File: src/rtl/core/sd_spi_command_response_engine_macros.svh
// ----------------------------------------------------------------------------
// SD SPI command/response engine assertion macros
// Shared shorthands for the concurrent checks in the engine's RTL.
// ----------------------------------------------------------------------------
`ifndef SD_SPI_COMMAND_RESPONSE_ENGINE_MACROS_SVH
`define SD_SPI_COMMAND_RESPONSE_ENGINE_MACROS_SVH

// A property that must hold at every clock edge outside reset.
`define SDSPI_ASSERT(label, prop, msg) \
  label: assert property (@(posedge clk_i) disable iff (!rst_ni) (prop)) else $error(msg);

// An implication that must hold at every clock edge outside reset.
`define SDSPI_ASSERT_NEXT(label, pre, post, msg) \
  label: assert property (@(posedge clk_i) disable iff (!rst_ni) (pre) |=> (post)) \
    else $error(msg);

`endif

File: src/rtl/core/sdspi_pkg.sv
// ----------------------------------------------------------------------------
// SD SPI engine package
// Types, constants and helpers shared by the command/response engine.
// ----------------------------------------------------------------------------
package sdspi_pkg;

  localparam int unsigned MAX_BLOCK_BYTES = 512;
  localparam int unsigned LEN_W           = $clog2(MAX_BLOCK_BYTES + 1);
  localparam int unsigned POLL_W          = 8;
  localparam int unsigned CMD_BYTES       = 6;
  localparam int unsigned STEP_W          = $clog2(CMD_BYTES);
  localparam int unsigned JOB_FIFO_DEPTH  = 2;
  localparam int unsigned JOB_PTR_W       = $clog2(JOB_FIFO_DEPTH);
  localparam int unsigned JOB_CNT_W       = $clog2(JOB_FIFO_DEPTH + 1);

  localparam logic [7:0] CMD_START   = 8'h40;
  localparam logic [7:0] FILL_BYTE   = 8'hFF;
  localparam logic [7:0] START_TOKEN = 8'hFE;
  localparam logic [7:0] R1_READY    = 8'h00;
  localparam logic [7:0] R1_IDLE     = 8'h01;
  localparam logic [7:0] CRC_CMD0    = 8'h95;
  localparam logic [7:0] CRC_CMD8    = 8'h87;
  localparam logic [7:0] CRC_OTHER   = 8'h01;
  localparam logic [7:0] IDX_CMD0    = 8'd0;
  localparam logic [7:0] IDX_CMD8    = 8'd8;
  localparam logic [7:0] IDX_LIMIT   = 8'd64;
  localparam logic [POLL_W-1:0] TAIL_BYTES = POLL_W'(3);

  typedef enum logic [1:0] {
    FUNC_CMD   = 2'd0,
    FUNC_RESP  = 2'd1,
    FUNC_BLOCK = 2'd2,
    FUNC_BYTE  = 2'd3
  } func_e;

  typedef enum logic [1:0] {
    KIND_TX     = 2'd0,
    KIND_DATA   = 2'd1,
    KIND_STATUS = 2'd2
  } kind_e;

  typedef enum logic [2:0] {
    ST_OK        = 3'd0,
    ST_ILLEGAL   = 3'd1,
    ST_TIMEOUT   = 3'd2,
    ST_BAD_R1    = 3'd3,
    ST_BAD_TOKEN = 3'd4,
    ST_BLOCK_R1  = 3'd5
  } status_e;

  typedef enum logic [2:0] {
    PH_IDLE   = 3'd0,
    PH_RPOLL  = 3'd1,
    PH_RDATA  = 3'd2,
    PH_RTRAIL = 3'd3,
    PH_BR1    = 3'd4,
    PH_BTOK   = 3'd5,
    PH_BDATA  = 3'd6,
    PH_BTAIL  = 3'd7
  } phase_e;

  // Work handed from the classifier to the result sequencer.
  typedef enum logic [1:0] {
    JOB_FILL    = 2'd0,  // one fill byte to transmit
    JOB_STATUS  = 2'd1,  // one final status
    JOB_DELIVER = 2'd2,  // received byte, then a fill byte
    JOB_CMD     = 2'd3   // six-byte command frame
  } job_op_e;

  typedef struct packed {
    job_op_e     op;
    logic [5:0]  idx;
    logic [31:0] arg;
    logic [7:0]  rx;
    status_e     status;
  } job_t;

  // Saturate a requested length to the largest block the engine handles.
  function automatic logic [LEN_W-1:0] clamp_len(input logic [9:0] n);
    logic [LEN_W-1:0] r;
    if (32'(n) > 32'(MAX_BLOCK_BYTES)) begin
      r = LEN_W'(MAX_BLOCK_BYTES);
    end else begin
      r = LEN_W'(n);
    end
    return r;
  endfunction

endpackage

File: src/rtl/core/sd_spi_if.sv
// ----------------------------------------------------------------------------
// SD SPI engine channel interfaces
// Valid/ready channels for request items and result items.
// ----------------------------------------------------------------------------
interface sd_spi_req_if;
  logic        valid;
  logic        ready;
  logic [1:0]  func;
  logic [7:0]  cmd_index;
  logic [31:0] cmd_argument;
  logic [9:0]  byte_count;
  logic [7:0]  miso_byte;

  modport source (output valid, output func, output cmd_index, output cmd_argument,
                  output byte_count, output miso_byte, input ready);
  modport sink   (input valid, input func, input cmd_index, input cmd_argument,
                  input byte_count, input miso_byte, output ready);
endinterface

interface sd_spi_rsp_if;
  logic       valid;
  logic       ready;
  logic [1:0] kind;
  logic [7:0] byte_value;
  logic [2:0] status;
  logic       last;

  modport source (output valid, output kind, output byte_value, output status,
                  output last, input ready);
  modport sink   (input valid, input kind, input byte_value, input status,
                  input last, output ready);
endinterface

File: src/rtl/core/sd_spi_command_response_engine.sv
// ----------------------------------------------------------------------------
// SD card SPI-mode command/response engine
// Frames SD commands and parses card replies one exchanged byte at a time.
// ----------------------------------------------------------------------------
// Each request transaction is one step of an SD SPI exchange: issue a command,
// start a response read, start a block read, or report the byte the card
// returned in the exchange the engine last asked for. The engine answers with
// result transactions: bytes to transmit, received bytes handed over, and a
// final status, the last result of each request being marked by last. A
// command gives six bytes (start/index, argument MSB first, CRC); a response
// read polls with 0xFF for up to 256 bytes and accepts R1 0x00 or 0x01; a
// block read waits for R1 0x00 and the 0xFE token, hands over the data and
// then discards three bytes. Lengths above 512 bytes are saturated.
// Timing: the front end classifies a request in the cycle it is accepted and
// takes one request per cycle while its two-entry job queue has room. The
// result sequencer takes up a job and then gives one result per cycle while
// the output register is free to load; a command request gives six results,
// a data byte two and any other request one. The first result of a request
// passes from the job queue through the sequencer's job register into the
// output register. The sequencer's result rate sets the sustained rate.
// ----------------------------------------------------------------------------
module sd_spi_command_response_engine (
  input  logic         clk_i,
  input  logic         rst_ni,
  sd_spi_req_if.sink   req_i,
  sd_spi_rsp_if.source rsp_o
);

  // Jobs travel from the classifier through the queue to the sequencer.
  sdspi_pkg::job_t push_job;
  sdspi_pkg::job_t head_job;
  logic            push;
  logic            pop;
  logic            full;
  logic            empty;

  // Front end: owns the protocol phase, poll counter and byte counters, and
  // turns every accepted request into at most one job.
  sdspi_front u_front (
    .clk_i  (clk_i),
    .rst_ni (rst_ni),
    .req_i  (req_i),
    .full_i (full),
    .push_o (push),
    .job_o  (push_job)
  );

  // The queue lets requests keep arriving while results are still draining.
  sdspi_job_fifo u_fifo (
    .clk_i   (clk_i),
    .rst_ni  (rst_ni),
    .push_i  (push),
    .job_i   (push_job),
    .pop_i   (pop),
    .job_o   (head_job),
    .full_o  (full),
    .empty_o (empty)
  );

  // Back end: expands each job into its result transactions.
  sdspi_back u_back (
    .clk_i   (clk_i),
    .rst_ni  (rst_ni),
    .job_i   (head_job),
    .empty_i (empty),
    .pop_o   (pop),
    .rsp_o   (rsp_o)
  );

endmodule

File: src/rtl/core/sdspi_front.sv
// ----------------------------------------------------------------------------
// SD SPI engine front end
// Accepts request items, tracks the protocol phase, queues at most one job each.
// ----------------------------------------------------------------------------
module sdspi_front (
  input  logic              clk_i,
  input  logic              rst_ni,
  sd_spi_req_if.sink        req_i,
  input  logic              full_i,
  output logic              push_o,
  output sdspi_pkg::job_t   job_o
);

  sdspi_pkg::phase_e              phase_q, phase_d;
  logic [sdspi_pkg::POLL_W-1:0]   poll_q, poll_d;
  logic [sdspi_pkg::LEN_W-1:0]    done_q, done_d;
  logic [sdspi_pkg::LEN_W-1:0]    wanted_q, wanted_d;
  sdspi_pkg::status_e             pend_q, pend_d;

  logic                           accept;
  sdspi_pkg::func_e               func;
  logic [7:0]                     rx;
  logic                           rx_fill;
  logic [sdspi_pkg::POLL_W-1:0]   poll_inc;
  logic                           expired;
  logic [sdspi_pkg::LEN_W-1:0]    done_inc;
  logic [sdspi_pkg::LEN_W-1:0]    len;

  assign req_i.ready = !full_i;
  assign accept      = req_i.valid && !full_i;
  assign func        = sdspi_pkg::func_e'(req_i.func);
  assign rx          = req_i.miso_byte;
  assign rx_fill     = (rx == sdspi_pkg::FILL_BYTE);
  assign poll_inc    = poll_q + sdspi_pkg::POLL_W'(1);
  assign expired     = (poll_inc == '0);
  assign done_inc    = done_q + sdspi_pkg::LEN_W'(1);
  assign len         = sdspi_pkg::clamp_len(req_i.byte_count);

  // Next state.
  always_comb begin
    phase_d  = phase_q;
    poll_d   = poll_q;
    done_d   = done_q;
    wanted_d = wanted_q;
    pend_d   = pend_q;
    if (accept) begin
      unique case (func)
        sdspi_pkg::FUNC_CMD: begin
          phase_d = sdspi_pkg::PH_IDLE;
        end
        sdspi_pkg::FUNC_RESP, sdspi_pkg::FUNC_BLOCK: begin
          phase_d  = (func == sdspi_pkg::FUNC_RESP) ? sdspi_pkg::PH_RPOLL : sdspi_pkg::PH_BR1;
          poll_d   = '0;
          done_d   = '0;
          pend_d   = sdspi_pkg::ST_OK;
          wanted_d = len;
          if (func == sdspi_pkg::FUNC_RESP && len == '0) begin
            wanted_d = sdspi_pkg::LEN_W'(1);
          end
        end
        sdspi_pkg::FUNC_BYTE: begin
          unique case (phase_q)
            sdspi_pkg::PH_IDLE: begin
            end
            sdspi_pkg::PH_RPOLL: begin
              if (rx_fill) begin
                poll_d = poll_inc;
                if (expired) begin
                  pend_d  = sdspi_pkg::ST_TIMEOUT;
                  phase_d = sdspi_pkg::PH_RTRAIL;
                end
              end else if (rx != sdspi_pkg::R1_READY && rx != sdspi_pkg::R1_IDLE) begin
                pend_d  = sdspi_pkg::ST_BAD_R1;
                phase_d = sdspi_pkg::PH_RTRAIL;
              end else begin
                done_d  = sdspi_pkg::LEN_W'(1);
                pend_d  = sdspi_pkg::ST_OK;
                phase_d = (sdspi_pkg::LEN_W'(1) < wanted_q) ? sdspi_pkg::PH_RDATA
                                                            : sdspi_pkg::PH_RTRAIL;
              end
            end
            sdspi_pkg::PH_RDATA: begin
              done_d = done_inc;
              if (done_inc >= wanted_q) begin
                phase_d = sdspi_pkg::PH_RTRAIL;
              end
            end
            sdspi_pkg::PH_RTRAIL: begin
              phase_d = sdspi_pkg::PH_IDLE;
            end
            sdspi_pkg::PH_BR1, sdspi_pkg::PH_BTOK: begin
              if (rx_fill) begin
                poll_d = poll_inc;
                if (expired) begin
                  phase_d = sdspi_pkg::PH_IDLE;
                end
              end else if (phase_q == sdspi_pkg::PH_BR1 && rx == sdspi_pkg::R1_READY) begin
                phase_d = sdspi_pkg::PH_BTOK;
                poll_d  = '0;
              end else if (phase_q == sdspi_pkg::PH_BTOK && rx == sdspi_pkg::START_TOKEN) begin
                done_d  = '0;
                poll_d  = '0;
                phase_d = (wanted_q == '0) ? sdspi_pkg::PH_BTAIL : sdspi_pkg::PH_BDATA;
              end else begin
                phase_d = sdspi_pkg::PH_IDLE;
              end
            end
            sdspi_pkg::PH_BDATA: begin
              done_d = done_inc;
              if (done_inc >= wanted_q) begin
                phase_d = sdspi_pkg::PH_BTAIL;
                poll_d  = '0;
              end
            end
            sdspi_pkg::PH_BTAIL: begin
              poll_d = poll_inc;
              if (poll_inc >= sdspi_pkg::TAIL_BYTES) begin
                phase_d = sdspi_pkg::PH_IDLE;
              end
            end
          endcase
        end
      endcase
    end
  end

  // Job for the accepted item.
  always_comb begin
    push_o     = 1'b0;
    job_o.op   = sdspi_pkg::JOB_FILL;
    job_o.idx  = req_i.cmd_index[5:0];
    job_o.arg  = req_i.cmd_argument;
    job_o.rx   = rx;
    job_o.status = sdspi_pkg::ST_OK;
    if (accept) begin
      push_o = 1'b1;
      unique case (func)
        sdspi_pkg::FUNC_CMD: begin
          if (req_i.cmd_index >= sdspi_pkg::IDX_LIMIT) begin
            job_o.op     = sdspi_pkg::JOB_STATUS;
            job_o.status = sdspi_pkg::ST_ILLEGAL;
          end else begin
            job_o.op = sdspi_pkg::JOB_CMD;
          end
        end
        sdspi_pkg::FUNC_RESP, sdspi_pkg::FUNC_BLOCK: begin
          job_o.op = sdspi_pkg::JOB_FILL;
        end
        sdspi_pkg::FUNC_BYTE: begin
          unique case (phase_q)
            sdspi_pkg::PH_IDLE: begin
              push_o = 1'b0;
            end
            sdspi_pkg::PH_RPOLL: begin
              job_o.op = rx_fill ? sdspi_pkg::JOB_FILL : sdspi_pkg::JOB_DELIVER;
            end
            sdspi_pkg::PH_RDATA, sdspi_pkg::PH_BDATA: begin
              job_o.op = sdspi_pkg::JOB_DELIVER;
            end
            sdspi_pkg::PH_RTRAIL: begin
              job_o.op     = sdspi_pkg::JOB_STATUS;
              job_o.status = pend_q;
            end
            sdspi_pkg::PH_BR1, sdspi_pkg::PH_BTOK: begin
              if (rx_fill) begin
                if (expired) begin
                  job_o.op     = sdspi_pkg::JOB_STATUS;
                  job_o.status = sdspi_pkg::ST_TIMEOUT;
                end
              end else if (phase_q == sdspi_pkg::PH_BR1) begin
                if (rx != sdspi_pkg::R1_READY) begin
                  job_o.op     = sdspi_pkg::JOB_STATUS;
                  job_o.status = sdspi_pkg::ST_BLOCK_R1;
                end
              end else if (rx != sdspi_pkg::START_TOKEN) begin
                job_o.op     = sdspi_pkg::JOB_STATUS;
                job_o.status = sdspi_pkg::ST_BAD_TOKEN;
              end
            end
            sdspi_pkg::PH_BTAIL: begin
              if (poll_inc >= sdspi_pkg::TAIL_BYTES) begin
                job_o.op     = sdspi_pkg::JOB_STATUS;
                job_o.status = sdspi_pkg::ST_OK;
              end
            end
          endcase
        end
      endcase
    end
  end

  always_ff @(posedge clk_i or negedge rst_ni) begin
    if (!rst_ni) begin
      phase_q  <= sdspi_pkg::PH_IDLE;
      poll_q   <= '0;
      done_q   <= '0;
      wanted_q <= '0;
      pend_q   <= sdspi_pkg::ST_OK;
    end else begin
      phase_q  <= phase_d;
      poll_q   <= poll_d;
      done_q   <= done_d;
      wanted_q <= wanted_d;
      pend_q   <= pend_d;
    end
  end

endmodule

File: src/rtl/core/sdspi_job_fifo.sv
// ----------------------------------------------------------------------------
// SD SPI engine job queue
// Short first-in first-out buffer between the front end and the sequencer.
// ----------------------------------------------------------------------------
module sdspi_job_fifo (
  input  logic            clk_i,
  input  logic            rst_ni,
  input  logic            push_i,
  input  sdspi_pkg::job_t job_i,
  input  logic            pop_i,
  output sdspi_pkg::job_t job_o,
  output logic            full_o,
  output logic            empty_o
);

  sdspi_pkg::job_t                   slot_q [sdspi_pkg::JOB_FIFO_DEPTH];
  logic [sdspi_pkg::JOB_PTR_W-1:0]   wr_q, rd_q;
  logic [sdspi_pkg::JOB_CNT_W-1:0]   cnt_q;
  logic                              do_push, do_pop;

  assign full_o  = (cnt_q == sdspi_pkg::JOB_CNT_W'(sdspi_pkg::JOB_FIFO_DEPTH));
  assign empty_o = (cnt_q == '0);
  assign do_push = push_i && !full_o;
  assign do_pop  = pop_i && !empty_o;
  assign job_o   = slot_q[rd_q];

  always_ff @(posedge clk_i) begin
    if (do_push) begin
      slot_q[wr_q] <= job_i;
    end
  end

  always_ff @(posedge clk_i or negedge rst_ni) begin
    if (!rst_ni) begin
      wr_q  <= '0;
      rd_q  <= '0;
      cnt_q <= '0;
    end else begin
      if (do_push) begin
        wr_q <= wr_q + sdspi_pkg::JOB_PTR_W'(1);
      end
      if (do_pop) begin
        rd_q <= rd_q + sdspi_pkg::JOB_PTR_W'(1);
      end
      if (do_push && !do_pop) begin
        cnt_q <= cnt_q + sdspi_pkg::JOB_CNT_W'(1);
      end else if (do_pop && !do_push) begin
        cnt_q <= cnt_q - sdspi_pkg::JOB_CNT_W'(1);
      end
    end
  end

endmodule

File: src/rtl/core/sdspi_back.sv
// ----------------------------------------------------------------------------
// SD SPI engine result sequencer
// Expands queued jobs into result transactions through an output register.
// ----------------------------------------------------------------------------
`include "sd_spi_command_response_engine_macros.svh"

module sdspi_back (
  input  logic            clk_i,
  input  logic            rst_ni,
  input  sdspi_pkg::job_t job_i,
  input  logic            empty_i,
  output logic            pop_o,
  sd_spi_rsp_if.source    rsp_o
);

  sdspi_pkg::job_t                 job_q, job_d;
  logic [sdspi_pkg::STEP_W-1:0]    step_q, step_d;
  logic                            busy_q, busy_d;
  logic                            vld_q, vld_d;
  sdspi_pkg::kind_e                kind_q, kind_d;
  logic [7:0]                      byte_q, byte_d;
  sdspi_pkg::status_e              stat_q, stat_d;
  logic                            last_q, last_d;

  logic                            can_load;
  sdspi_pkg::kind_e                r_kind;
  logic [7:0]                      r_byte;
  sdspi_pkg::status_e              r_stat;
  logic                            r_last;
  logic [7:0]                      crc;

  assign rsp_o.valid      = vld_q;
  assign rsp_o.kind       = kind_q;
  assign rsp_o.byte_value = byte_q;
  assign rsp_o.status     = stat_q;
  assign rsp_o.last       = last_q;

  assign can_load = !vld_q || rsp_o.ready;
  assign pop_o    = !busy_q && !empty_i;

  always_comb begin
    if ({2'b00, job_q.idx} == sdspi_pkg::IDX_CMD0) begin
      crc = sdspi_pkg::CRC_CMD0;
    end else if ({2'b00, job_q.idx} == sdspi_pkg::IDX_CMD8) begin
      crc = sdspi_pkg::CRC_CMD8;
    end else begin
      crc = sdspi_pkg::CRC_OTHER;
    end
  end

  // Result for the current step of the held job.
  always_comb begin
    r_kind = sdspi_pkg::KIND_TX;
    r_byte = sdspi_pkg::FILL_BYTE;
    r_stat = sdspi_pkg::ST_OK;
    r_last = 1'b1;
    unique case (job_q.op)
      sdspi_pkg::JOB_FILL: begin
      end
      sdspi_pkg::JOB_STATUS: begin
        r_kind = sdspi_pkg::KIND_STATUS;
        r_byte = '0;
        r_stat = job_q.status;
      end
      sdspi_pkg::JOB_DELIVER: begin
        if (step_q == '0) begin
          r_kind = sdspi_pkg::KIND_DATA;
          r_byte = job_q.rx;
          r_last = 1'b0;
        end
      end
      sdspi_pkg::JOB_CMD: begin
        r_last = (step_q == sdspi_pkg::STEP_W'(sdspi_pkg::CMD_BYTES - 1));
        case (step_q)
          sdspi_pkg::STEP_W'(0): r_byte = sdspi_pkg::CMD_START | {2'b00, job_q.idx};
          sdspi_pkg::STEP_W'(1): r_byte = job_q.arg[31:24];
          sdspi_pkg::STEP_W'(2): r_byte = job_q.arg[23:16];
          sdspi_pkg::STEP_W'(3): r_byte = job_q.arg[15:8];
          sdspi_pkg::STEP_W'(4): r_byte = job_q.arg[7:0];
          default:               r_byte = crc;
        endcase
      end
    endcase
  end

  always_comb begin
    job_d  = job_q;
    step_d = step_q;
    busy_d = busy_q;
    vld_d  = vld_q;
    kind_d = kind_q;
    byte_d = byte_q;
    stat_d = stat_q;
    last_d = last_q;
    if (can_load) begin
      vld_d = 1'b0;
    end
    if (busy_q) begin
      if (can_load) begin
        vld_d  = 1'b1;
        kind_d = r_kind;
        byte_d = r_byte;
        stat_d = r_stat;
        last_d = r_last;
        step_d = step_q + sdspi_pkg::STEP_W'(1);
        busy_d = !r_last;
      end
    end else if (!empty_i) begin
      job_d  = job_i;
      step_d = '0;
      busy_d = 1'b1;
    end
  end

  always_ff @(posedge clk_i) begin
    job_q  <= job_d;
    kind_q <= kind_d;
    byte_q <= byte_d;
    stat_q <= stat_d;
    last_q <= last_d;
  end

  always_ff @(posedge clk_i or negedge rst_ni) begin
    if (!rst_ni) begin
      step_q <= '0;
      busy_q <= 1'b0;
      vld_q  <= 1'b0;
    end else begin
      step_q <= step_d;
      busy_q <= busy_d;
      vld_q  <= vld_d;
    end
  end

  `SDSPI_ASSERT(a_step_range, !busy_q || step_q < sdspi_pkg::STEP_W'(sdspi_pkg::CMD_BYTES), "sequencer step beyond command frame")
  `SDSPI_ASSERT(a_status_last, !vld_q || kind_q != sdspi_pkg::KIND_STATUS || last_q, "final status not marked last")
  `SDSPI_ASSERT(a_status_kind, !vld_q || kind_q == sdspi_pkg::KIND_STATUS || stat_q == sdspi_pkg::ST_OK, "status set on a byte result")
  `SDSPI_ASSERT_NEXT(a_pop_busy, pop_o, busy_q && step_q == '0, "popped job not taken up")

endmodule
File: src/flat_wrapper.sv
// flat-port wrapper written by rule: the top's interface ports become plain ports
module sd_spi_command_response_engine_flat 
  (clk_i, rst_ni, req_i_valid, req_i_func, req_i_cmd_index, req_i_cmd_argument, req_i_byte_count, req_i_miso_byte, req_i_ready, rsp_o_valid, rsp_o_kind, rsp_o_byte_value, rsp_o_status, rsp_o_last, rsp_o_ready);
  sd_spi_req_if req_i_i ();
  sd_spi_rsp_if rsp_o_i ();
  input  logic clk_i;
  input  logic rst_ni;
  input wire logic [$bits(req_i_i.valid)-1:0] req_i_valid;
  input wire logic [$bits(req_i_i.func)-1:0] req_i_func;
  input wire logic [$bits(req_i_i.cmd_index)-1:0] req_i_cmd_index;
  input wire logic [$bits(req_i_i.cmd_argument)-1:0] req_i_cmd_argument;
  input wire logic [$bits(req_i_i.byte_count)-1:0] req_i_byte_count;
  input wire logic [$bits(req_i_i.miso_byte)-1:0] req_i_miso_byte;
  output wire logic [$bits(req_i_i.ready)-1:0] req_i_ready;
  output wire logic [$bits(rsp_o_i.valid)-1:0] rsp_o_valid;
  output wire logic [$bits(rsp_o_i.kind)-1:0] rsp_o_kind;
  output wire logic [$bits(rsp_o_i.byte_value)-1:0] rsp_o_byte_value;
  output wire logic [$bits(rsp_o_i.status)-1:0] rsp_o_status;
  output wire logic [$bits(rsp_o_i.last)-1:0] rsp_o_last;
  input wire logic [$bits(rsp_o_i.ready)-1:0] rsp_o_ready;
  assign req_i_i.valid = req_i_valid;
  assign req_i_i.func = req_i_func;
  assign req_i_i.cmd_index = req_i_cmd_index;
  assign req_i_i.cmd_argument = req_i_cmd_argument;
  assign req_i_i.byte_count = req_i_byte_count;
  assign req_i_i.miso_byte = req_i_miso_byte;
  assign req_i_ready = req_i_i.ready;
  assign rsp_o_valid = rsp_o_i.valid;
  assign rsp_o_kind = rsp_o_i.kind;
  assign rsp_o_byte_value = rsp_o_i.byte_value;
  assign rsp_o_status = rsp_o_i.status;
  assign rsp_o_last = rsp_o_i.last;
  assign rsp_o_i.ready = rsp_o_ready;
  sd_spi_command_response_engine u_core (.clk_i(clk_i), .rst_ni(rst_ni), .req_i(req_i_i), .rsp_o(rsp_o_i));
endmodule
File: config.mk
export PLATFORM = sky130hd
export DESIGN_NAME = sd_spi_command_response_engine_flat
export DESIGN_NICKNAME = d
export VERILOG_FILES = /design/src/rtl/core/sdspi_pkg.sv /design/src/rtl/core/sd_spi_if.sv /design/src/rtl/core/sd_spi_command_response_engine.sv /design/src/rtl/core/sdspi_front.sv /design/src/rtl/core/sdspi_job_fifo.sv /design/src/rtl/core/sdspi_back.sv /design/src/flat_wrapper.sv
export VERILOG_INCLUDE_DIRS = /design/src /design/src/rtl/core
export SDC_FILE = /design/constraint.sdc
export NUM_CORES = 1
export LEC_CHECK = 0
export BUFFER_PORTS_ARGS = -buffer_cell sky130_fd_sc_hd__buf_2
export CAP_MARGIN = 20
export CORE_AREA = 8 8 152 154
export CTS_BUF_LIST = sky130_fd_sc_hd__clkbuf_8 sky130_fd_sc_hd__clkbuf_16
export CTS_CLUSTER_SIZE = 24
export DETAILED_ROUTE_END_ITERATION = 8
export DIE_AREA = 0 0 160 162
export PLACE_DENSITY = 0.59
export SLEW_MARGIN = 5
export SYNTH_ARGS = -nofsm -noshare
export SYNTH_HDL_FRONTEND = slang
export SYNTH_SLANG_ARGS = --single-unit
File: constraint.sdc
create_clock -name clk_i -period 5.1 [get_ports clk_i]
set_input_delay 1.02 -clock clk_i [delete_from_list [all_inputs] [get_ports clk_i]]
set_output_delay 1.02 -clock clk_i [all_outputs]
set_load 0.01 [all_outputs]
---- After elaboration in Yosys (flattened, before gate mapping) ----
Memories as Yosys holds them, arrays and structs flattened. A register that Yosys moved wholly into a read port is not among the register bits.
Cells that the tools add are included.
storage, ports and cells
  register bits after elaboration ......... 57
  bits in latches ......................... 0
  RAM bits ................................ 102
  memory bits (read-only) ................. 0
  bits of input ports ..................... 64
  output and inout port bits .............. 16
  logic and storage cells ................. 195
  memories kept ........................... 1
operators by class
  add/subtract/negate cells ............... 7
  multipliers ............................. 0
  divide/modulo/power cells ............... 0
  magnitude comparators ................... 5
  eq/ne operators ......................... 43
  shift-type cells ........................ 0
  multiplexer cells ....................... 81
  bitwise logic cells ..................... 2
  reductions and logical operators ........ 41
memory list
  name                  depth  width  rd ports  clocked after Yosys merged registers in  write ports  RTL line              text
  u_core.u_fifo.slot_q  2      51     1         1                                        1            sdspi_job_fifo.sv:16  sdspi_pkg::job_t slot_q [sdspi_pkg::JOB_FIFO_DEPTH];
operators by type and width
  operator                 count
  $mux W10                 7
  $mux W8                  8
  $mux W3                  21
  $pmux W8 S5              1
  $pmux W8 S4              1
  $ne A3 B3 Y1 const B     10
  $pmux W10 S3             1
  $pmux W8 S3              1
  $mux W1                  21
  $logic_not A10 Y1        2
  $pmux W10 S2             1
  $eq A3 B3 Y1 const B     6
  $mux W2                  9
  $pmux W3 S2              3
  $pmux W3 S6              1
  $eq A8 B8 Y1 const B     2
  $logic_not A8 Y1         2
  $pmux W8 S2              1
  $eq A3 B2 Y1 const B     4
  $add A10 B1 Y10 const B  1
  $eq A2 B2 Y1 const B     5
  $ge A10 B10 Y1           1
  $gt A10 B10 Y1 const B   1
  $logic_and A1 B1 Y1      10
  38 further kinds         59

---- Longest topological paths before layout ----
Gate-level depths: netlist (run 1).
  depth after elaboration ................. 9
  mapped depth ............................ 13
  depth with buffers taken out ............ 13

---- Modules after synthesis ----
From an unflattened synthesis (run 1), not the netlist that was laid out.
second synthesis, totals
  cell total of the unflattened synthesis .. 697
  area total of the unflattened synthesis .. 9804.4 um^2
modules (own cells, without submodules)
  module          instances  cells an instance  area an instance (um^2)  seq. area each (um^2)
  sdspi_job_fifo  1          178                4129.0                   3163.0
  sdspi_front     1          351                2957.8                   825.8
  sdspi_back      1          168                2717.6                   2077.0

---- Worst setup path after synthesis (run 1) ----
No wires, ideal clock.
  kind .................................... input to register
  start point ............................. input port req_i_func[0]
  end point ............................... memory u_core.u_fifo.slot_q[0][0] (netlist bit) (enable)
  setup time .............................. 460 ps
  data arrival time ....................... 3822 ps
  data required time ...................... 4640 ps
  slack ................................... 818 ps
  cell stages on the path ................. 6
  path buffers ............................ 1
  cells stage by stage .................... ha_1 > buf_6 > nor2b_1 > nand3_1 > nand2_1 > nor2_1
between the ends
  cells in the longest elaborated chain, start to end .. 6
ends and longest elaborated chain
  what                           RTL line              text
  from (decl)                    flat_wrapper.sv:9     input wire logic [$bits(req_i_i.func)-1:0] req_i_func;
  $eq A2 B2 Y1                   sdspi_front.sv:137    unique case (func)
  $mux W1                        sdspi_front.sv:137
  $mux W1                        sdspi_front.sv:135    if (accept) begin
  $logic_and A1 B1 Y1            sdspi_job_fifo.sv:23  assign do_push = push_i && !full_o;
  $mux W1                        sdspi_job_fifo.sv:28  if (do_push) begin
  $mux W1 (implied by the code)  sdspi_job_fifo.sv:29  slot_q[wr_q] <= job_i;
  to (decl)                      sdspi_job_fifo.sv:16
No other way between the ends.

---- Worst setup path in the final report (run 1) ----
  start point ............................. register u_core.u_front.done_q[0] (netlist bit)
  end point ............................... register u_core.u_front.poll_q[1] (netlist bit)
between the ends
  cells in the longest elaborated chain, start to end .. 4
ends and longest elaborated chain
  what                         RTL line            text
  from (decl)                  sdspi_front.sv:16   logic [sdspi_pkg::LEN_W-1:0] done_q, done_d;
  from (signal assigned)       sdspi_front.sv:202  done_q <= done_d;
  $add A10 B1 Y10              sdspi_front.sv:36   assign done_inc = done_q + sdspi_pkg::LEN_W'(1);
  $ge A10 B10 Y1               sdspi_front.sv:110  if (done_inc >= wanted_q) begin
  $ne A3 B3 Y1 (no line)       -
  $reduce_and A6 Y1 (no line)  -
  to (signal assigned)         sdspi_front.sv:201  poll_q <= poll_d;
  to (decl)                    sdspi_front.sv:15   logic [sdspi_pkg::POLL_W-1:0] poll_q, poll_d;
No other way between the ends.
A chain may end at the register's enable or synchronous reset.

==> results.yml, run 1 <==
floorplan:
  coreArea_mm2: 0.0207
  dieWidth_um: 160
  io_pins: 80
  dieArea_mm2: 0.0259
  chipHeight_um: 162
  fp-row-count: 53
  start_util_pct: 44.0
yosys:
  synthCells: 642
  ys_seq_area_share_pct: 66.6
  synth_top_area_share_pct: 55.0
  synthFlopType: "edfxtp_1"
  syn_nets: 728
  synth-seq-cells: 209
  synthDistinctLibCells: 65
  yosysWarnings: 0
  syn_area_per_cell_um2: 14.2
  synth_edf_count: 167
  synth_area_leaders: "edfxtp_1 (55%), dfrtp_1 (12%), mux2_2 (7.0%), ha_1 (3.0%), nand2_1 (1.8%)"
  yosys.area.top_type: "edfxtp_1"
  synth_async_sr_flop_share_pct: 20.1
  syn-cell-area_mm2: 0.00911
place:
  place_area_mm2: 0.00979
  portBuffers: 79
  place.gp.congestion: 0.848
  post-dp-hpwl_um: 13700
  placed_cells: 978
routing:
  routed-via-count: 5555
  totalWireLength_um: 19300
  ant_nets: 0
  vias_per_cell: 5.43
  drt_iter0_markers: 559
  route.detailed.drc: 0
  wl_per_cell_um: 18.8
  first_pass_iters: 6
run:
  maxCapViolations: 0
clock_tree:
  path_clk_slew_ps: 60
  cts_inserted_buffers: 23
  hold_buffers: 0
  cts_htree_levels: 1
  cts_sinks: 209
  tritoncts: "yes"
  cts_buffer_depth: 3
  root_buffer: "clkbuf_16"
  clock_latency_ps: 510
  cts_setup_buffers: 0
  post_cts_resized: 0
finish:
  final_common_cell: "edfxtp_1"
  fillers: 1764
  final_cell_mix: "edfxtp_1 (167), buf_2 (79), mux2_2 (57)"
  stdcell_count: 1023
  drive_gt1_share_pct: 27.2
  final_nets: 816
  synthToLayoutAreaGrowth_pct: 16.6
  final_area_mm2: 0.0106
grt:
  antenna_found_initial: 2
  grt_pass1_wl_um: 31300
  grt_pass1_vias: 5810
  grt_overflow: 0
  grt_max_degree: 54
  grtUsageTotal_pct: 14.9
timing:
  period_minus_slack_ps: 3360
  post-route-period-util_pct: 65.9
  slew_viol_final: 0
  setup_viol: 0
  timing.hold.ws_ps: 382
  hold_viol_final: 0
  slew_headroom_pct: 33.2
  skew_ps: 21.2
  tns_ps: 0
  fmax_mhz: 297
  worst_slew_pin_slew_ps: 1000
  rsz0062_at_grt: "false"
worst_setup_path:
  start_kind: "flop"
  crit_type: "flop to flop"
  cp_max_fo: 8
  required_ps: 5480
  reg2reg_depth: 13
  reg2reg_to: "u_core.u_front.poll_q[1]"
  endpoint: "u_core.u_front.poll_q[1]"
  worstPathArrival_ps: 3740
  critPathLaunch: "u_core.u_front.done_q[0]"
  rr_startpoint: "u_core.u_front.done_q[0]"
  endpoint_kind: "flop"
  rrSetupSlack_ps: 1740
run_status:
  status: "finished, final reports clean"
power_and_ir_drop:
  power_leakage_nw: 3.98
  ir_worst_vdd_mv: 0.251
  total_power_mw: 6.06
  powerDensity_mw_per_mm2: 571
worst_hold_path:
  hold_class: "primary input to async pin"
[how the worst min path moves through the flow]
stage / depth (start not counted) / to / startpoint
floorplan: 1 / u_core.u_fifo.wr_q / u_core.u_fifo.wr_q
global placement: 1 / u_core.u_fifo.cnt_q[1] / u_core.u_fifo.cnt_q[1]
detailed placement: 2 / flop / flop
CTS: 1 / u_core.u_back.rsp_o.status[0] / u_core.u_back.job_q[0]
global route: 1 / u_core.u_back.busy_q / rst_ni
finish: 1 / async pin / rst_ni
[registers in the layout, summed over array words and instances, names as in the netlist, 3 cells and up, named ones only]
name / flops
u_core.u_back.step_q: 3
u_core.u_front.done_q: 10
u_core.u_back.rsp_o.byte_value: 8
u_core.u_front.poll_q: 8
u_core.u_back.rsp_o.status: 3
u_core.u_fifo.slot_q: 102
u_core.u_front.wanted_q: 10
u_core.u_back.job_q: 51
u_core.u_front.phase_q: 3
[Yosys cell counts, drive strengths merged (10+ instances only)]
master,n
mux2,58
nand3,26
o21ai,25
nor2,41
ha,22
inv,26
a21oi,10
edfxtp,167
nand2,43
a22o,10
dfrtp,42
clkbuf,20
and3,10
[layout make-up]
cell class,instances,area [µm²],share of cell area [%]
timing repair buffer,86,473,4.45
multi-input combinational,384,2840,26.7
sequential,209,6070,57.1
clock inverter,19,226,2.13
antenna,1,2.50,0.0235
inverter,26,97.6,0.918
tap,275,344,3.24
clock buffer,23,576,5.42
[worst max-delay path: stages (launching register included)]
cell	delay (ps)
dfrtp_1	440
and3_1	180
nand3_1	190
nor2_1	260
and3_1	200
xnor2_1	130
inv_1	70
ha_1	320
nand2_1	70
nor2_1	50
a2111oi_2	370
nand3_1	360
and2_4	310
mux2_4	290
[cells by family after synthesis]
family / share of synthesized area [%]
flops: 66.6
simple gates: 10.1
compound gates: 8.86
mux: 7.43
buf+inv: 2.46
fa+ha+maj: 3.02
xor+xnor: 1.54
[metal layers]
| metal | part of all wire, % | vias up | track usage (%) |
|---|---|---|---|
| met2 | 50 | 167 | 25.7 |
| li1 | - | 2638 | - |
| met4 | 2.2 | 2 | 4.46 |
| met3 | 5.0 | 36 | 2.99 |
| met1 | 43 | 2712 | 18.8 |
| met5 | 0.052 | - | 0 |
[per-stage QoR]
step | worst slack (ps) | util [%]
2_1_floorplan | 818 | -
3_3_place_gp | 1570 | 47.2
3_5_place_dp | 1500 | 47.3
4_1_cts | 1710 | 51.2
5_1_grt | 1500 | 51.4
6_report | 1740 | 51.4
[power breakdown]
part,switching [mW],internal [mW],total [mW],leakage [nW]
logic,0.881,0.626,1.51,1.49
registers,0.318,2.51,2.83,2.11
clock network,0.685,1.04,1.73,0.376
No activity file was read; power rests on OpenSTA's default activity.
==> run 2: changes to the inputs <==
ABC_AREA = 1   (was not set)
CORE_AREA = 8 8 153 155   (was 8 8 152 154)
DIE_AREA = 0 0 161 163   (was 0 0 160 162)
clock period = 3.24 ns   (was 5.1 ns; I/O delays follow)
==> results.yml, run 2 <==
clock_tree:
  cts_sinks: 209
  cts_htree_levels: 1
  root_buffer: "clkbuf_16"
  tritoncts: "yes"
  cts_setup_buffers: 0
  clock_latency_ps: 520
  cts_buffer_depth: 3
  path_clk_slew_ps: 60
  cts_inserted_buffers: 23
  post_cts_resized: 0
  hold_buffers: 0
floorplan:
  dieArea_mm2: 0.0262
  coreArea_mm2: 0.0208
  start_util_pct: 44.4
  fp-row-count: 53
  dieWidth_um: 161
  chipHeight_um: 163
  io_pins: 80
place:
  place_area_mm2: 0.0100
  portBuffers: 79
  pre_cts_ws_ps: 393
  post-dp-hpwl_um: 13700
  place.gp.congestion: 0.856
grt:
  grt_pass1_vias: 6048
  grt_overflow: 0
  grt_pass1_wl_um: 31600
  grt_max_degree: 52
  antenna_found_initial: 3
  grtUsageTotal_pct: 15.0
timing:
  post-route-period-util_pct: 88.4
  rsz0062_at_grt: "false"
  period_minus_slack_ps: 2860
  worst_slew_pin_slew_ps: 678
  slew_viol_final: 0
  setup_viol: 0
  setup_slack_ps: 375
  tns_ps: 0
  fmax_mhz: 349
  slew_headroom_pct: 54.8
  hold_viol_final: 0
  skew_ps: 10.3
yosys:
  synthDistinctLibCells: 39
  syn_area_per_cell_um2: 10.5
  yosys.area.top_type: "edfxtp_1"
  synth_edf_count: 167
  synth_top_area_share_pct: 54.3
  syn_nets: 963
  ys_top_cells_by_count: "nand2_1 (298), edfxtp_1 (167), inv_1 (69), nand3_1 (52), nor2_1 (51)"
  syn-cell-area_mm2: 0.00924
  synth_area_leaders: "edfxtp_1 (54%), nand2_1 (12%), dfrtp_1 (11%), ha_1 (3.0%), nand3_1 (2.8%)"
  synth-seq-cells: 209
  ys_seq_area_share_pct: 65.7
  yosysWarnings: 0
  synth_async_sr_flop_share_pct: 20.1
  yosysMostFrequentCell: "nand2_1"
  synthCells: 877
  synthFlopType: "edfxtp_1"
finish:
  multi_input_area_mm2: 0.00280
  synthToLayoutAreaGrowth_pct: 16.8
  antennaDiodeCount: 0
  fillers: 1921
  seqCellArea_mm2: 0.00607
  final_nets: 1061
  final_cell_mix: "nand2_1 (298), edfxtp_1 (167), buf_2 (79)"
  largest-register: "u_core.u_fifo.slot_q"
  largest_reg_flops: 102
  reg_top3: "u_core.u_fifo.slot_q (102), u_core.u_back.job_q (51)"
  final_area_mm2: 0.0108
  drive_gt1_share_pct: 16.7
  final_common_cell: "nand2_1"
worst_setup_path:
  cp_max_fo: 9
  worstPathArrival_ps: 3320
  endpoint_kind: "flop"
  critPathLaunch: "u_core.u_front.done_q[3]"
  crit_type: "flop to flop"
  required_ps: 3700
  rrSetupSlack_ps: 380
  start_kind: "flop"
  rr_startpoint: "u_core.u_front.done_q[3]"
worst_hold_path:
  hold_class: "primary input to async pin"
power_and_ir_drop:
  ir_worst_vdd_mv: 0.471
  power_leakage_nw: 4.65
  powerDensity_mw_per_mm2: 872
run:
  maxCapViolations: 0
routing:
  route.detailed.drc: 0
  drt_iter0_markers: 314
  vias_per_cell: 4.93
  totalWireLength_um: 19500
  wl_per_cell_um: 15.4
  ant_nets: 0
  routed-via-count: 6247
  first_pass_iters: 5
run_status:
  status: "finished, final reports clean"
## run 2: changes by cell type after synthesis, moves of 10 or more
cell / previous run / this run
nor2_1: 41 / 51
inv_1: 26 / 69
nand2_1: 43 / 298
inv_2: 0 / 11
nand3_1: 26 / 52
mux2_2: 57 / 0
## run 2: cell type report
type / instances / share of cell area, %
timing repair buffer: 90 / 4.66
clock inverter: 19 / 1.67
sequential: 209 / 56.2
inverter: 84 / 2.97
tap: 275 / 3.19
clock buffer: 23 / 5.34
multi-input combinational: 567 / 25.9
## run 2: path summary, 6_finish.rpt
check	end	depth (start not counted)
worst max register to register	u_core.u_front.poll_q[2]	16
max in group asynchronous	u_core.u_front.poll_q[3]	2
worst max-delay path	u_core.u_front.poll_q[2]	16
min in group clk_i	u_core.u_fifo.slot_q[0][19]	1
worst min-delay path	u_core.u_back.step_q[2]	1
worst min register to register	u_core.u_fifo.cnt_q[0]	1
## run 2: metrics by stage
stage	utilization [%]	power, mW	cells	hold slack [ps]
after floorplan	-	5.98	877	352
after global placement	48.2	6.88	1225	470
after detailed placement	48.2	6.90	1225	478
after CTS	51.8	9.53	1267	170
after global routing	51.8	10.0	1267	195
final	51.8	9.40	1267	159
## run 2: worst max-delay path, stage by stage (launching register included)
cell and delay, ps:
dfrtp_1 360, inv_1 80, nor4_2 400, nand3_1 120
nor2_1 130, xnor2_1 160, inv_1 70, ha_1 290
nand2_1 110, nor2_1 70, o211ai_1 110, nand3_1 90
nor2_1 160, nand3_1 280, nand2_2 250, nand2_1 80
nand2_1 60
## run 2: where the power goes
group / leakage, nW / switching, mW / total [mW] / internal, mW
clock network: 0.381 / 1.05 / 2.60 / 1.54
logic: 2.16 / 1.78 / 2.53 / 0.752
registers: 2.11 / 0.302 / 4.27 / 3.97
## run 2: layer usage
layer	routed length [µm]	part of all wire [%]	track usage [%]	vias to the layer above
li1	-	-	-	3172
met5	39	0.20	0	-
met1	9200	47	20.9	2892
met4	288	1.5	4.12	6
met2	8670	45	23.1	150
met3	1280	6.6	3.67	27
## run 2: cell families (layout without fill, tap and decap cells)
group                    after synthesis  count (layout)  share of synthesized area [%]
XOR/XNOR                              12              12                           1.14
AO/OA/AOI/OAI                         74              74                           4.69
AND/OR/NAND/NOR                      459             459                           21.3
adder cells (fa/ha/maj)               22              22                           2.98
flip-flops                           209             209                           65.7
buffers and inverters                101             216                           4.21
==> run 3: changes to the inputs <==
CORE_AREA = 8 8 202 204   (was 8 8 153 155)
DIE_AREA = 0 0 210 212   (was 0 0 161 163)
PLACE_DENSITY = 0.37   (was 0.59)
==> results.yml, run 3 (synthesis gave the netlist of run 2 again) <==
routing:
  vias_per_cell: 4.10
  wl_per_cell_um: 15.7
  first_pass_iters: 5
  route.detailed.drc: 0
  totalWireLength_um: 23800
  drt_iter0_markers: 348
  ant_nets: 0
  routed-via-count: 6222
floorplan:
  fp-row-count: 72
  dieArea_mm2: 0.0445
  start_util_pct: 24.4
  coreArea_mm2: 0.0379
  io_pins: 80
  chipHeight_um: 212
  dieWidth_um: 210
worst_setup_path:
  required_ps: 3700
  start_kind: "flop"
  cp_max_fo: 9
  endpoint_kind: "flop"
  worstPathArrival_ps: 3220
  crit_type: "flop to flop"
timing:
  hold_viol_final: 0
  setup_viol: 0
  rsz0062_at_grt: "false"
  skew_ps: 24.8
  slew_headroom_pct: 49.5
  worst_slew_pin_slew_ps: 758
  post-route-period-util_pct: 85.1
  slew_viol_final: 0
  tns_ps: 0
  period_minus_slack_ps: 2760
  fmax_mhz: 363
  timing.hold.ws_ps: 199
power_and_ir_drop:
  clock_power_share_pct: 30.5
  seqPwrFrac_pct: 43.0
  total_power_mw: 10.0
  powerDensity_mw_per_mm2: 887
  p_comb_share_pct: 26.5
  internal-power_mw: 6.64
  p_switching_mw: 3.38
  ir_worst_vdd_mv: 0.404
  switching_share_pct: 33.7
  power_leakage_nw: 4.73
finish:
  synthToLayoutAreaGrowth_pct: 22.2
  final_cell_mix: "nand2_1 (298), edfxtp_1 (167), buf_2 (79)"
  final_common_cell: "nand2_1"
  final_nets: 1065
  drive_gt1_share_pct: 17.8
  reg_top3: "u_core.u_fifo.slot_q (102), u_core.u_back.job_q (51)"
  largest-register: "u_core.u_fifo.slot_q"
  largest_reg_flops: 102
clock_tree:
  tritoncts: "yes"
  root_buffer: "clkbuf_16"
  cts_sinks: 209
  cts_buffer_depth: 3
  cts_htree_levels: 1
  path_clk_slew_ps: 60
  cts_setup_buffers: 0
  clock_latency_ps: 530
  cts_inserted_buffers: 26
grt:
  grt_pass1_wl_um: 37700
  grt_pass1_vias: 6516
  grtUsageTotal_pct: 10.7
  grt_overflow: 0
  grt_max_degree: 52
  antenna_found_initial: 3
place:
  post-dp-hpwl_um: 16800
  portBuffers: 79
  place.gp.congestion: 0.809
run:
  maxCapViolations: 0
run_status:
  status: "finished, final reports clean"
worst_hold_path:
  hold_class: "primary input to async pin"
-- run 3: cell count changes in the layout (fill, tap and decap cells not counted), moves of 2 or more --
cell        change
clkinv_1        -4
clkinvlp_4      +3
clkbuf_16       +4
diode_2         +2
clkinv_2        -2
clkbuf_8        +2
-- run 3: path summary, 6_finish.rpt --
| check | startpoint | end | slack (ps) | cells past startpoint |
|---|---|---|---|---|
| max in group asynchronous | rst_ni | u_core.u_front.wanted_q[2] | 2330 | 2 |
| worst max-delay path | u_core.u_front.done_q[3] | u_core.u_front.poll_q[5] | 480 | 16 |
| worst min-delay path | rst_ni | async pin | 200 | 1 |
| min in group clk_i | req_i_cmd_argument[9] | u_core.u_fifo.slot_q[1][20] | 310 | 1 |
| worst min register to register | u_core.u_fifo.slot_q[0][49] | u_core.u_back.job_q[49] | 490 | 2 |
| worst max register to register | u_core.u_front.done_q[3] | u_core.u_front.poll_q[5] | 480 | 16 |
-- run 3: per-layer routing --
metal	share of wire [%]	up-vias	track usage, %
met5	0.034	-	0
met4	1.6	2	2.58
met3	4.1	27	2.06
met2	47	100	18.0
met1	47	2920	14.1
li1	-	3173	-
-- run 3: cell type report --
cell class,count,area [µm²]
timing repair buffer,91,523
clock inverter,19,219
tap,518,648
sequential,209,6070
inverter,84,320
antenna,2,5.00
clock buffer,29,703
multi-input combinational,567,2800
fill,3942,26600
-- run 3: stage by stage --
step / area (µm²) / setup slack (ps) / std cells / utilization, %
after floorplan: 9240 / 156 / 877 / -
after global placement: 10400 / 388 / 1469 / 27.3
after detailed placement: 10400 / 346 / 1469 / 27.3
after CTS: 11300 / 335 / 1517 / 29.7
after global routing: 11300 / 106 / 1519 / 29.8
final: 11300 / 482 / 1519 / 29.8
-- run 3: power groups by stage --
stage / registers, mW / logic (mW) / clock network (mW)
5_1_grt: 4.39 / 3.08 / 3.26
3_3_place_gp: 4.37 / 2.77 / 0
2_1_floorplan: 4.31 / 1.67 / 0
3_5_place_dp: 4.36 / 2.76 / 0
6_report: 4.31 / 2.66 / 3.05
4_1_cts: 4.32 / 2.77 / 3.16
-- run 3: repair_timing --
action                     in CTS  in global routing
hold buffers                    0                  0
resized for setup               0                  1
setup endpoints to repair       0                  8
-- run 3: critical path, stage by stage (launching register included) --
cell and delay, ps:
dfrtp_1 370, inv_1 90, nor4_2 370, nand3_1 110, nor2_1 130, xnor2_1 160, inv_1 70, ha_1 290
nand2_1 100, nor2_1 70, o211ai_1 100, nand3_1 90, nor2_1 150, nand3_2 220, nand2_2 240, nand2_1 80
nand2_1 60
